==> src/rtl/chd_pkg.sv <==
`timescale 1ns / 1ps
// ----------------------------------------------------------------------------
// chd_pkg
// Types and constants shared by the color histogram difference block.
// ----------------------------------------------------------------------------
package chd_pkg;
  localparam int TABLE_DEPTH  = 256;
  localparam int IDX_W        = $clog2(TABLE_DEPTH);
  localparam int CNT_W        = $clog2(TABLE_DEPTH + 1);
  localparam int REPORT_LIMIT = 64;
  localparam int LIM_W        = 7;
  localparam int QUEUE_DEPTH  = 2;
  localparam logic [LIM_W-1:0] LIMIT_RESET = LIM_W'(64);
  localparam logic [LIM_W-1:0] LIMIT_MAX   = LIM_W'(REPORT_LIMIT);
  localparam logic             ACT_ADD     = 1'b0;
  localparam logic             ACT_REPORT  = 1'b1;

  typedef struct packed {
    logic       action;
    logic       image_select;
    logic [7:0] red;
    logic [7:0] green;
    logic [7:0] blue;
    logic [7:0] alpha;
  } in_item_t;

  typedef struct packed {
    logic        diff_valid;
    logic [7:0]  out_red;
    logic [7:0]  out_green;
    logic [7:0]  out_blue;
    logic [7:0]  out_alpha;
    logic [31:0] count_first;
    logic [31:0] count_second;
    logic        table_overflow;
    logic        last;
  } out_item_t;

  typedef struct packed {
    logic        report;
    logic        second;
    logic [31:0] key;
  } cmd_t;
endpackage

==> src/rtl/chd_front.sv <==
`timescale 1ns / 1ps
// ----------------------------------------------------------------------------
// chd_front
// Accepts requests, classifies them and queues commands for the back end.
// ----------------------------------------------------------------------------
module chd_front (
  input  logic              clk,
  input  logic              rst_n,
  input  logic              in_valid,
  output logic              in_ready,
  input  chd_pkg::in_item_t in_data,
  output logic              cmd_valid,
  input  logic              cmd_ready,
  output chd_pkg::cmd_t     cmd
);
  import chd_pkg::*;

  localparam int QP_W = $clog2(QUEUE_DEPTH);

  cmd_t            q_r [QUEUE_DEPTH];
  logic [QP_W-1:0] wp_r, rp_r;
  logic [QP_W:0]   fill_r;
  logic            push, pop;
  cmd_t            c;

  assign in_ready  = (fill_r != (QP_W+1)'(QUEUE_DEPTH));
  assign cmd_valid = (fill_r != '0);
  assign cmd       = q_r[rp_r];
  assign push      = in_valid && in_ready;
  assign pop       = cmd_valid && cmd_ready;

  always_comb begin
    c.report = (in_data.action == ACT_REPORT);
    c.second = in_data.image_select;
    c.key    = {in_data.red, in_data.green, in_data.blue, in_data.alpha};
  end

  always_ff @(posedge clk) begin
    if (push) begin
      q_r[wp_r] <= c;
    end
    if (!rst_n) begin
      wp_r   <= '0;
      rp_r   <= '0;
      fill_r <= '0;
    end else begin
      if (push) begin
        wp_r <= QP_W'((32'(wp_r) + 1) % QUEUE_DEPTH);
      end
      if (pop) begin
        rp_r <= QP_W'((32'(rp_r) + 1) % QUEUE_DEPTH);
      end
      fill_r <= fill_r + (QP_W+1)'(push) - (QP_W+1)'(pop);
    end
  end
endmodule

==> config.mk <==
export PLATFORM = sky130hd
export DESIGN_NAME = chd_front
export DESIGN_NICKNAME = d
export VERILOG_FILES = /design/src/rtl/chd_pkg.sv /design/src/rtl/chd_front.sv
export SDC_FILE = /design/constraint.sdc
export NUM_CORES = 1
export LEC_CHECK = 0
export ABC_AREA = 1
export BUFFER_PORTS_ARGS = -buffer_cell sky130_fd_sc_hd__buf_4
export CELL_PAD_IN_SITES_DETAIL_PLACEMENT = 1
export CELL_PAD_IN_SITES_GLOBAL_PLACEMENT = 1
export CORE_ASPECT_RATIO = 1.75
export CORE_UTILIZATION = 35
export DETAILED_ROUTE_END_ITERATION = 8
export PLACE_DENSITY = 0.7
export SLEW_MARGIN = 20
export SYNTH_ARGS = -nofsm -noshare
export SYNTH_HDL_FRONTEND = slang
export SYNTH_SLANG_ARGS = --single-unit
==> constraint.sdc <==
create_clock -name clk -period 6.9 [get_ports clk]
set_clock_uncertainty 0.15 [all_clocks]
set_input_delay 0.69 -clock clk [delete_from_list [all_inputs] [get_ports clk]]
set_output_delay 0.69 -clock clk [all_outputs]
set_load 0.1 [all_outputs]
==> reports/summary.md <==
• **Slew HR** 32.95%
• **core area** 7909 sq um
• **Fmax** 386.5 MHz
• **# H-tree levels** 3
• **post-cts gate resize count** 0
• **run status** completed
• **area of the multi-input gates** 619.3 sq um
• **total CTS buffers** 9
• **endpoint type of the worst setup path** output pin
• **max-cap violations** 0
• **Routed WL per cell** 15.85 um
• **number of cells produced by synthesis** 142
• **Post-Syn Area** 2844 sq um
• **setup slack of the critical path after layout** 4.313 ns
• **syn nets** 181
• **worst-margin pin slew** 1.003 ns
• **unique cell type count in the Yosys netlist** 14
• **wire length of the first global-routing pass** 7.721 mm
• **number of vias per cell** 4.527
• **fraction of layout instances using a drive strength above 1** 55.07%
• **initial cell density of the core** 35.96%
• **minimum setup slack among reg-to-reg paths** 4.84 ns
• **ant diodes** 0
• **worst reg-to-reg path cell count** 4
• **type of the worst min-delay path** flop to flop
• **Pins Over Slew Limit** 0
• **RSZ-0062 raised after global routing** no
• **hold buffer count at CTS** 0
• **Global Route Usage Sum** 12.66%
• **area grow syn2layout** 31.06%
• **pin count of the biggest net entering global routing** 36
• **Crit Reg-Reg Endpoint** q_r[1][10]
• **clock period minus final worst setup slack** 2.587 ns
• **kind of launch point of the worst setup path** flop
• **DR vias** 1,435
• **setup violators final** 0
• **Chip Width** 70.14 um
• **insertion delay of the later-clocked pin in the worst-skew pair** 0.32 ns
• **overall die area** 8504 sq um
• **largest buffer count on any clock path** 2
• **sum of routed wire length over all layers** 5.024 mm
• **number of global-route vias before repair** 1,546
• **kind of critical path** flop to output pin
• **storage element area** 2146 sq um
• **number of filler instances in the final layout** 761
• **count of warnings emitted by yosys** 0
• **weighted congestion at the end of routability-driven global placement** 0.6296
• **worst setup timing slack at the placement stage** 4.295 ns
• **grt ovf** 0
• **start point of the worst min-delay path** rp_r
• **placed cell areas** 3450 sq um
• **number of endpoints with negative hold slack in the final report** 0
• **TritonCTS clock tree** done
• **Hold Path Depth** 2
• **data required time of the worst path** 6.06 ns
• **Critical R2R Launch** fill_r[0]
• **HPWL Detailed** 3.418 mm
• **clk slew on worst S/H paths** 0.05 ns
• **Final Cycle Share** 37.50%
• **number of rows created at floorplan** 43
• **arrival time reported for the critical path endpoint** 1.75 ns
• **layout net count** 261
• **number of DRC violations after detailed routing** 0
• **antenna violation net count after detailed routing** 0
• **Clk Tree Root Cell** clkbuf_16
• **drt first pass iters** 4
• **fin area** 3727 sq um
• **number of DRC markers in iteration 0** 72
• **initial antenna violation count** 0
• **mean post-synth cell area** 20.03 sq um
• **number of buffers inserted to repair setup after CTS** 0
• **IO buf count** 73
• **share of synthesized area occupied by flip-flops and latches** 75.32%
• **I/O pins** 74
• **CTS sink cnt** 73
• **highest fanout seen on the critical path** 34
• **post-route setup TNS** 0 ns
• **Die Ht** 121.2 um
• **Seq cells post-synth** 73
synth_stat cells:
library cell / count / area, sq um
edfxtp_1: 68 / 2042
inv_1: 7 / 26.28
a21oi_1: 1 / 5.000
buf_12: 3 / 60.06
ha_1: 1 / 12.51
buf_6: 1 / 11.26
xnor2_1: 1 / 8.760
nand3_1: 1 / 5.000
mux2_2: 4 / 45.04
mux2_4: 30 / 450.4
nand2_1: 11 / 41.29
nor2_1: 8 / 30.03
nor2_2: 1 / 6.260
dfxtp_1: 5 / 100.1
worst max path at each step:
stage,slack (ns),depth (start not counted),end
floorplan,3.45,4,q_r[1][0]
global placement,4.31,2,cmd[23]
detailed placement,4.29,2,cmd[29]
CTS,3.93,2,cmd[29]
global route,4.24,2,cmd[29]
finish,4.31,2,cmd[29]
critical path, stage by stage (launching register included):
cell and delay (ns):
dfxtp_4 0.75, mux2_2 0.41, buf_4 0.23
state kept, by name (all words and copies together) (netlist names), named ones only:
name    count
fill_r      2
q_r        68
rp_r        1
wp_r        1
layer usage:
metal | track usage [%] | share of wire, % | vias up
li1 | - | - | 686
met1 | 13.15 | 38 | 696
met2 | 21.88 | 54 | 46
met3 | 4.485 | 5.3 | 7
met4 | 7.125 | 1.9 | 0
met5 | 0 | 0 | -
layout make-up:
type / count / share of cell area, %
multi-input combinational: 58 / 16.62
timing repair buffer: 73 / 14.70
tap: 90 / 3.021
clock inverter: 4 / 0.5035
sequential: 73 / 57.57
inverter: 7 / 0.7049
clock buffer: 12 / 6.882
layout by cell type (no fill, tap or decap), types with 3 or more instances in the layout:
cell type	synthesis	layout
clkinv_2	0	3
dfxtp_1	5	4
buf_4	0	73
mux2_2	4	4
edfxtp_1	68	68
clkbuf_16	0	9
mux2_4	30	30
inv_1	7	7
nor2_1	8	6
nand2_1	11	11
kinds of logic after synthesis:
family,count (synthesis),share of synthesized area [%]
flip-flops,73,75.32
multiplexers,34,17.42
AND/OR/NAND/NOR,21,2.904
buffers and inverters,11,3.432
AO/OA/AOI/OAI,1,0.1758
XOR/XNOR,1,0.3080
adder cells (fa/ha/maj),1,0.4399
metrics by stage:
step | std cells | utilization, % | hold WS [ns]
after floorplan | 142 | - | 0.3169
after global placement | 301 | 43.62 | 0.3334
after detailed placement | 301 | 43.62 | 0.3539
after CTS | 317 | 47.10 | 0.3682
after global routing | 317 | 47.13 | 0.3856
final | 317 | 47.13 | 0.3656
Power is left out: the tool's default activity adds up to more than one toggle a clock period on the data nets, which glitch-free logic cannot reach.
